File: src/rtl/ntp_pkg.sv
`default_nettype none
package ntp_pkg;
  localparam int NumContexts = 8;
  localparam int StackDepth  = 16;
  localparam int CtxW        = 3;
  localparam int SpW         = 5;

  localparam logic [2:0] CMD_BEGIN     = 3'd0;
  localparam logic [2:0] CMD_END       = 3'd1;
  localparam logic [2:0] CMD_END_LOOP  = 3'd2;
  localparam logic [2:0] CMD_RD_USAGE  = 3'd3;
  localparam logic [2:0] CMD_RD_MAX    = 3'd4;
  localparam logic [2:0] CMD_RD_LAST   = 3'd5;
  localparam logic [2:0] CMD_RD_ONGO   = 3'd6;

  localparam logic [1:0] ST_OK        = 2'd0;
  localparam logic [1:0] ST_OVERFLOW  = 2'd1;
  localparam logic [1:0] ST_UNDERFLOW = 2'd2;
  localparam logic [1:0] ST_ZERODIV   = 2'd3;

  localparam logic [31:0] PerMille = 32'd1000;
  localparam logic [31:0] PerMillion = 32'd1000000;
endpackage
`default_nettype wire

File: src/rtl/nested_task_time_profiler.sv
`default_nettype none
// Preemption-aware per-context time profiler. One request per command; every request
// gives exactly one response (value, status, debug pin mask). Simple commands are
// executed in S_EXEC and answered from S_OUT. end_loop and read_usage_reset form the
// product in S_EXEC, load the shared restoring divider in S_MUL, then run it one
// quotient bit a cycle for 64 steps in S_DIV and saturate the result in S_FIN before
// S_OUT; a zero divisor skips the division. The block takes no new request until the
// response has been taken.
module nested_task_time_profiler (
  input  wire         clk,
  input  wire         rst_n,
  input  wire         in_tvalid,
  output logic        in_tready,
  input  wire  [71:0] in_tdata,   // cmd[2:0], context_req[5:3], timestamp[37:6], loop_duration[69:38]
  output logic        out_tvalid,
  input  wire         out_tready,
  output logic [47:0] out_tdata   // value[31:0], status[33:32], debug_pins[41:34]
);
  import ntp_pkg::*;

  localparam logic [2:0] S_IDLE = 3'd0, S_EXEC = 3'd1, S_MUL = 3'd2, S_DIV = 3'd3,
                         S_FIN = 3'd4, S_OUT = 3'd5;

  logic [2:0]  state_r;
  logic [2:0]  cmd_r;
  logic [CtxW-1:0] ctx_r;
  logic [31:0] ts_r, dur_r;
  logic [CtxW-1:0] run_stack_r [StackDepth];
  logic [SpW-1:0]  sp_r;
  logic [31:0] start_r [NumContexts];
  logic [31:0] seg_r   [NumContexts];
  logic [31:0] tot_r   [NumContexts];
  logic [31:0] loop_r  [NumContexts];
  logic [31:0] last_r  [NumContexts];
  logic [31:0] max_r   [NumContexts];
  logic [31:0] lrt_r   [NumContexts];
  logic [NumContexts-1:0] meas_r;
  logic [31:0] value_r;
  logic [1:0]  status_r;
  // divider state
  logic [63:0] num_r;
  logic [31:0] rem_r;
  logic [31:0] den_r;
  logic [6:0]  cnt_r;
  logic [63:0] prod_r;

  logic [2:0]  cmd_in;
  logic [CtxW-1:0] ctx_in;
  logic [CtxW-1:0] top;
  logic [31:0] seg_end;
  logic [32:0] rem_sh;
  logic [33:0] trial;

  assign cmd_in = in_tdata[2:0];
  assign ctx_in = in_tdata[5:3];
  assign in_tready  = (state_r == S_IDLE);
  assign out_tvalid = (state_r == S_OUT);
  assign out_tdata  = {6'd0, meas_r, status_r, value_r};
  assign top     = run_stack_r[sp_r[3:0] - 4'd1];
  assign seg_end = seg_r[ctx_r] + (ts_r - start_r[ctx_r]);
  assign rem_sh  = {rem_r, num_r[63]};
  assign trial   = {1'b0, rem_sh} - {2'b0, den_r};

  // stack entries are written only on push
  always_ff @(posedge clk) begin
    if (state_r == S_EXEC && cmd_r == CMD_BEGIN && sp_r < SpW'(StackDepth))
      run_stack_r[sp_r[3:0]] <= ctx_r;
  end

  always_ff @(posedge clk) begin
    if (!rst_n) begin
      state_r <= S_IDLE;
      sp_r    <= '0;
      meas_r  <= '0;
      for (int i = 0; i < NumContexts; i++) begin
        start_r[i] <= '0; seg_r[i] <= '0; tot_r[i] <= '0; loop_r[i] <= '0;
        last_r[i] <= '0; max_r[i] <= '0; lrt_r[i] <= '0;
      end
    end else begin
      unique case (state_r)
        S_IDLE: if (in_tvalid) begin
          cmd_r <= cmd_in; ctx_r <= ctx_in;
          ts_r <= in_tdata[37:6]; dur_r <= in_tdata[69:38];
          state_r <= S_EXEC;
        end
        // simple commands and setup of the long ones
        S_EXEC: begin
          unique case (cmd_r)
            CMD_BEGIN: begin
              value_r <= '0; state_r <= S_OUT;
              if (sp_r >= SpW'(StackDepth)) status_r <= ST_OVERFLOW;
              else begin
                status_r <= ST_OK;
                if (sp_r != '0 && top != ctx_r)
                  seg_r[top] <= seg_r[top] + (ts_r - start_r[top]);
                sp_r <= sp_r + 1'b1;
                start_r[ctx_r] <= ts_r;
                seg_r[ctx_r] <= '0;
                meas_r[ctx_r] <= 1'b1;
              end
            end
            CMD_END: begin
              value_r <= '0; state_r <= S_OUT;
              if (sp_r == '0) status_r <= ST_UNDERFLOW;
              else begin
                status_r <= ST_OK;
                meas_r[ctx_r] <= 1'b0;
                sp_r <= sp_r - 1'b1;
                seg_r[ctx_r] <= seg_end;
                tot_r[ctx_r] <= tot_r[ctx_r] + seg_end;
                loop_r[ctx_r] <= loop_r[ctx_r] + seg_end;
                if (sp_r > SpW'(1)) start_r[run_stack_r[sp_r[3:0] - 4'd2]] <= ts_r;
              end
            end
            CMD_END_LOOP: begin
              value_r <= '0; status_r <= ST_OK;
              prod_r <= 64'(loop_r[ctx_r]) * 64'(PerMille);
              loop_r[ctx_r] <= '0;
              den_r <= dur_r;
              state_r <= S_MUL;
            end
            CMD_RD_USAGE: begin
              value_r <= '0; status_r <= ST_OK;
              prod_r <= 64'(tot_r[ctx_r]) * 64'(PerMillion);
              den_r <= ts_r - lrt_r[ctx_r];
              tot_r[ctx_r] <= '0;
              lrt_r[ctx_r] <= ts_r;
              state_r <= S_MUL;
            end
            CMD_RD_MAX: begin
              value_r <= max_r[ctx_r]; max_r[ctx_r] <= '0;
              status_r <= ST_OK; state_r <= S_OUT;
            end
            CMD_RD_LAST: begin
              value_r <= last_r[ctx_r]; last_r[ctx_r] <= '0;
              status_r <= ST_OK; state_r <= S_OUT;
            end
            CMD_RD_ONGO: begin
              value_r <= meas_r[ctx_r] ? seg_end : '0;
              status_r <= ST_OK; state_r <= S_OUT;
            end
            default: begin
              value_r <= '0; status_r <= ST_OK; state_r <= S_OUT;
            end
          endcase
        end
        // registered product feeds the divider
        S_MUL: begin
          if (cmd_r == CMD_END_LOOP && prod_r[63:32] != '0) num_r <= 64'hFFFF_FFFF;
          else num_r <= prod_r;
          rem_r <= '0; cnt_r <= '0;
          if (den_r == '0) begin
            status_r <= ST_ZERODIV;
            if (cmd_r == CMD_END_LOOP) last_r[ctx_r] <= '0;
            state_r <= S_OUT;
          end else state_r <= S_DIV;
        end
        // restoring division, one bit a cycle; quotient shifts into num_r
        S_DIV: begin
          if (!trial[33]) begin
            rem_r <= trial[31:0]; num_r <= {num_r[62:0], 1'b1};
          end else begin
            rem_r <= rem_sh[31:0]; num_r <= {num_r[62:0], 1'b0};
          end
          cnt_r <= cnt_r + 1'b1;
          if (cnt_r == 7'd63) state_r <= S_FIN;
        end
        S_FIN: begin
          value_r <= (num_r[63:32] != '0) ? 32'hFFFF_FFFF : num_r[31:0];
          if (cmd_r == CMD_END_LOOP) begin
            last_r[ctx_r] <= num_r[31:0];
            if (num_r[31:0] > max_r[ctx_r]) max_r[ctx_r] <= num_r[31:0];
          end
          state_r <= S_OUT;
        end
        S_OUT: if (out_tready) state_r <= S_IDLE;
        default: state_r <= S_IDLE;
      endcase
    end
  end
endmodule
`default_nettype wire
File: config.mk
export PLATFORM = sky130hd
export DESIGN_NAME = nested_task_time_profiler
export DESIGN_NICKNAME = d
export VERILOG_FILES = /design/src/rtl/ntp_pkg.sv /design/src/rtl/nested_task_time_profiler.sv
export SDC_FILE = /design/constraint.sdc
export NUM_CORES = 2
export LEC_CHECK = 0
export ABC_AREA = 0
export BUFFER_PORTS_ARGS = -buffer_cell sky130_fd_sc_hd__buf_2
export CORE_MARGIN = 2
export CORE_UTILIZATION = 60
export DETAILED_ROUTE_END_ITERATION = 7
export PLACE_DENSITY = 0.8
export SETUP_SLACK_MARGIN = 0.05
export SYNTH_ARGS = -nofsm -noshare
export SYNTH_HDL_FRONTEND = slang
export SYNTH_SLANG_ARGS = --single-unit
export TNS_END_PERCENT = 50
File: constraint.sdc
create_clock -name clk -period 15.3 [get_ports clk]
set_input_delay 3.06 -clock clk [delete_from_list [all_inputs] [get_ports clk]]
set_output_delay 3.06 -clock clk [all_outputs]
set_load 0.01 [all_outputs]
# Yosys cells after proc, flatten, opt, wreduce, memory -nomap -nowiden
# Memory sizes are Yosys's and may differ from the RTL's. A register that Yosys moved wholly into a read port is not among the register bits.
# Cells that the tools add are included.
[totals]
register_bits = 319
memories = 8
out_inout_bits = 50
ram_bits = 1840
[op_classes]
order_cmp = 6
bitwise_logic = 9
multipliers = 2
reduce_logical = 34
addsub = 13
n_mux = 126
eq_ne = 19
[memory_table]
columns = ["memory", "words", "word_bits", "read_ports", "rd_ports_with_merged_regs", "write_ports", "line_no", "source"]
rows = [
  ["last_r", 8, 32, 1, 1, 8, "nested_task_time_profiler.sv:34", "logic [31:0] last_r [NumContexts];"],
  ["loop_r", 8, 32, 1, 1, 8, "nested_task_time_profiler.sv:33", "logic [31:0] loop_r [NumContexts];"],
  ["lrt_r", 8, 32, 1, 1, 8, "nested_task_time_profiler.sv:36", "logic [31:0] lrt_r [NumContexts];"],
  ["max_r", 8, 32, 1, 1, 8, "nested_task_time_profiler.sv:35", "logic [31:0] max_r [NumContexts];"],
  ["seg_r", 8, 32, 2, 1, 8, "nested_task_time_profiler.sv:31", "logic [31:0] seg_r [NumContexts];"],
  ["start_r", 8, 32, 2, 1, 8, "nested_task_time_profiler.sv:30", "logic [31:0] start_r [NumContexts];"],
  ["+2 memories", "-", "-", "-", "-", "-", "-", ""],
]
[op_table]
columns = ["op", "n"]
rows = [
  ["$mux 32", 18],
  ["$reduce_or 32->1", 9],
  ["$pmux 64 s2", 2],
  ["$pmux 32 s2", 3],
  ["$add 32x32->32", 4],
  ["$pmux 32 s3", 1],
  ["$sub 32x32->32", 3],
  ["$mux 1", 66],
  ["$mux 64", 1],
  ["$reduce_bool 32->1", 2],
  ["$mux 3", 21],
  ["$mul 32x14->46 const B", 1],
  ["$mul 32x7->39 const B", 1],
  ["$sub 33x32->34", 1],
  ["$gt 32x32->1", 1],
  ["$logic_not 32->1", 1],
  ["$pmux 3 s6", 1],
  ["$mux 8", 2],
  ["$pmux 8 s2", 1],
  ["$eq 3x3->1 const B", 5],
  ["$pmux 7 s2", 1],
  ["$eq 3x2->1 const B", 4],
  ["$reduce_and 3->1", 4],
  ["$mux 5", 2],
  ["other kinds (32)", 54],
]

# Logic depth before layout (Yosys ltp)
# An unclocked memory read counts as a cell.
[logic_depth]
word_depth = 12
depth_mapped = 34
depth_no_buf = 27

# Least setup slack after synthesis
# No wires, ideal clock.
[synth_timing]
path_type = "register to register"
from = "register (tool-made name)"
to = "register prod_r[46], data pin"
setup_ns = 0.266
stages_incl_launch_ff = 29
slack_ns = 6.848
required_time_ns = 15.034
n_path_buf = 5
arrival_ns = 8.186
cell_sequence = "dfxtp_1 -> buf_2 -> buf_2 -> buf_2 -> buf_2 -> buf_1 -> mux4_2 -> mux2i_1 -> inv_1 -> ha_1 -> fa_1 -> fa_1 -> fa_1 -> ha_1 -> inv_1 -> fa_1 -> inv_1 -> ha_1 -> a21oi_1 -> o21bai_1 -> a2111oi_0 -> o31ai_1 -> a221oi_1 -> o21ai_0 -> a221oi_1 -> and3_1 -> o31ai_1 -> xnor2_1 -> nor2_1"
[synth_rtl]
columns = ["element", "line_no", "source"]
rows = [
  ["end signal, assigned", "nested_task_time_profiler.sv:117", "prod_r <= 64'(loop_r[ctx_r]) * 64'(PerMille);"],
  ["end signal, assigned", "nested_task_time_profiler.sv:124", "prod_r <= 64'(tot_r[ctx_r]) * 64'(PerMillion);"],
  ["end, declared", "nested_task_time_profiler.sv:45", "logic [63:0] prod_r;"],
]

==> results by group <==
Outcome
  • Status: finished with violations
  • Failing checks: design-rule violations

Clock network
  • CTS root buf: clkbuf_16
  • Setup Buffers After CTS: 0
  • TritonCTS Buffers: roughly 210
  • Hold_buf cts: 0
  • CTS tree: built
  • CTS resizes: 0
  • Clk slew on worst S/H paths: roughly 0.070 ns
  • Worst skew pair latency: just over 0.9 ns
  • Clk buf depth: 3
  • H-tree levels: 4
  • Clock sink total: between 2000 and 2500

Layout
  • Final Net Count: roughly 10000
  • Area grow syn2layout: 9.23%
  • Layout cells sized above 1: 14.5%
  • Fin util: around 66%
  • Final Instance Area: 131000 µm²

Global routing
  • Total gr overflow: 0
  • Initial antenna violation count: 15
  • Largest net degree at the start of global routing: around 130
  • Gr usage total: between 30 and 40%
  • First-pass GRT wire length: roughly 540000 µm
  • Vias in the first global route: roughly 84000

Floorplanning
  • Die X: 452 µm
  • Die area: 204000 µm²
  • Top Ports: about 130
  • Number of cell rows: 164
  • Core area: roughly 200000 µm²
  • Initial Util: between 60% and 70%
  • Chip height: ~450 µm

Yosys
  • Synth Instances: approximately 9300
  • Ys async rst share: 0%
  • Ys Warns: 0
  • Mapped Avg Cell Area: about 13 µm²
  • Predominant post-synthesis flop cell: edfxtp_1
  • Sequential area share after synthesis: around 53%
  • Mapped cell area: about 120000 µm²
  • Post-synth EDFFs: approximately 2100
  • Yosys reg bits: 2147
  • Unique masters post-synth: 95

STA
  • Clk_skew: approximately 0.066 ns
  • Final setup violation count: 0
  • Headroom to the max-slew limit: roughly a tenth
  • RSZ-0062 raised after global routing: no
  • Final min period: around 10 ns
  • Fmax: between 90 and 100 MHz
  • Share of the cycle needed by the critical path after routing: between 60 and 70%
  • Slew @ Worst Pin: around 1.3 ns
  • Final slew viol count: 0
  • Setup TNS: 0 ns
  • Final WS setup: ~5.0 ns
  • Hold Fails Final Rpt: 0
  • Worst hold slack: approximately 0.54 ns

Critical path
  • Critical Path Source Type: flop
  • CP max stage delay: roughly 1 ns
  • Reg2reg start: sp_r[0]
  • Reg2reg path depth: 24
  • Setup crit end kind: flop
  • CP Max Fanout: 52
  • Req. time, crit path: 15.87 ns
  • R2R Path End: seg_r[7][29]
  • Worst-path cell chain: a21boi_0 -> xnor2_1 -> a211oi_1 -> a21oi_4 -> buf_4 -> buf_4 -> nand2_1 -> nor2_4 -> a22o_1 -> a221oi_1 -> and3_1 -> fa_1 -> ha_1 -> o21ai_0 -> o21bai_1 -> a211oi_1 -> o31ai_1 -> a21oi_1 -> a21oi_1 -> a21o_1 -> a2111oi_0 -> a41o_1 -> a2111oi_2 -> o22ai_1
  • Crit path kind: reg2reg
  • R2r setup slk: 5.02 ns
  • Crit-path slowest cell: xnor2_1
  • CP arrival: 10.85 ns

Route
  • First-pass DRT Iterations: 8
  • Drt drc: 8
  • Vias per Instance: 6.93
  • Initial DRC count: between 10000 and 15000
  • Post-DR wirelength/cell: about 30 µm
  • Post-Route WL: 366000 µm
  • Via Count: approximately 84000
  • DRT antenna net count: 0

Placed design
  • Dpl cell area: approximately 120000 µm²
  • Setup WS pre-CTS: between 5 and 6 ns
  • Gpl congestion: 1.01
  • Post-DP HPWL: about 240000 µm
  • Port bufs: ~120

Pwr
  • Power density over the cells: roughly 230 nW/µm²
  • Worst vdd ir: 574 µV
  • Leak Pwr: between 50 and 60 nW

Hold path
  • Hold depth: 2
  • Hold Path End: den_r[11]
  • HP Class: reg2reg
  • Hold_sp: dur_r[11]

Job
  • MaxCap Viol Count: 0
registers in the layout (all words and copies together), names as in the netlist, 32 cells and up, named ones only:
name and flops:
den_r 32, run_stack_r 48, loop_r 256, ts_r 32, lrt_r 256, rem_r 32, max_r 256, last_r 256
dur_r 32, seg_r 256, value_r 32, prod_r 49, tot_r 256, num_r 64, start_r 256
power breakdown:
group          leakage [nW]  total, mW  switching, mW  internal, mW
clock network          3.39       5.28           2.33          2.94
registers              21.8       7.04          0.130          6.91
logic                  26.3       18.5           12.0          6.47
total                  51.5       30.8           14.5          16.3
placed cells by master (no fill, tap or decap), drive strengths merged, types with 21 or more instances in the layout:
cell	instances
edfxtp	2128
nor2	790
and2	609
inv	563
mux4	481
ha	468
nand2	436
o22ai	389
buf	381
fa	319
a21oi	304
and3	277
o21ai	262
nor3	261
clkbuf	259
mux2i	233
a21o	146
xnor2	142
xor2	111
clkinv	109
mux2	74
nand3	74
nor4	53
nand2b	46
a221oi	44
o21bai	40
o21a	39
a22oi	35
a211oi	33
o221ai	31
nor2b	30
nand4	24
a31oi	24
o31ai	23
a22o	21
synth_stat cells, types with 111 or more instances:
| master | number | share of area (%) |
|---|---|---|
| nand2_1 | 436 | 1.4 |
| ha_1 | 468 | 4.9 |
| inv_1 | 553 | 1.7 |
| o22ai_1 | 389 | 2.0 |
| nor3_1 | 261 | 1.1 |
| a21oi_1 | 303 | 1.3 |
| and3_1 | 277 | 1.4 |
| clkbuf_1 | 454 | 1.4 |
| xnor2_1 | 141 | 1.0 |
| xor2_1 | 111 | 0.81 |
| nor2_1 | 788 | 2.5 |
| o21ai_0 | 258 | 1.1 |
| fa_1 | 319 | 5.3 |
| a21o_1 | 146 | 0.91 |
| mux4_2 | 481 | 9.0 |
| and2_1 | 609 | 3.2 |
| mux2i_1 | 233 | 1.9 |
| edfxtp_1 | 2128 | 53 |
cell type report:
cell class | count | area, µm²
Fill cell | 13800 | 68000
Sequential cell | 2147 | 64300
Multi-Input combinational cell | 6009 | 52100
Clock buffer | 259 | 5590
Tap cell | 2656 | 3320
Timing Repair Buffer | 381 | 2620
Inverter | 556 | 2090
Clock inverter | 143 | 1370
Antenna cell | 10 | 25.0
per-stage QoR:
step,std cells,total power [mW]
CTS,12200,30.3
finish,12200,30.8
floorplan,9316,19.7
global route,12200,32.7
global placement,11700,24.6
detailed placement,11700,25.0
routing by layer:
metal / GRT usage, % / routed length [µm]
met4: 22.2 / 26800
met1: 45.2 / 121000
met2: 54.4 / 164000
met5: 0 / 55
met3: 10.6 / 54000
worst max-delay path by stage:
stage / startpoint / slack, ns / to
CTS: sp_r[0] / 5.37 / seg_r[7][29]
detailed placement: sp_r[0] / 5.46 / seg_r[7][29]
floorplan: flop / 6.85 / prod_r[46]
finish: sp_r[0] / 5.02 / seg_r[7][29]
global route: sp_r[0] / 4.76 / seg_r[7][29]
global placement: flop / 5.61 / prod_r[48]
critical path, delay by kind of cell (launching register included):
family | cells | cell delay, ns
buffers and inverters | 2 | 1.07
DFF | 1 | 0.93
and+or+nand+nor | 3 | 1.65
AOI/OAI and AO/OA | 16 | 4.38
xor gates and xnor gates | 1 | 1.02
adders and majority gates | 2 | 0.82
cell families after synthesis:
kind of cell	synth area share (%)
mux	11.6
buf+inv	3.76
other cells	0.00312
simple gates	11.0
flops	53.4
compound gates	8.17
fa+ha+maj	10.2
xor+xnor	1.87
Power figures use the tool's default switching activity.
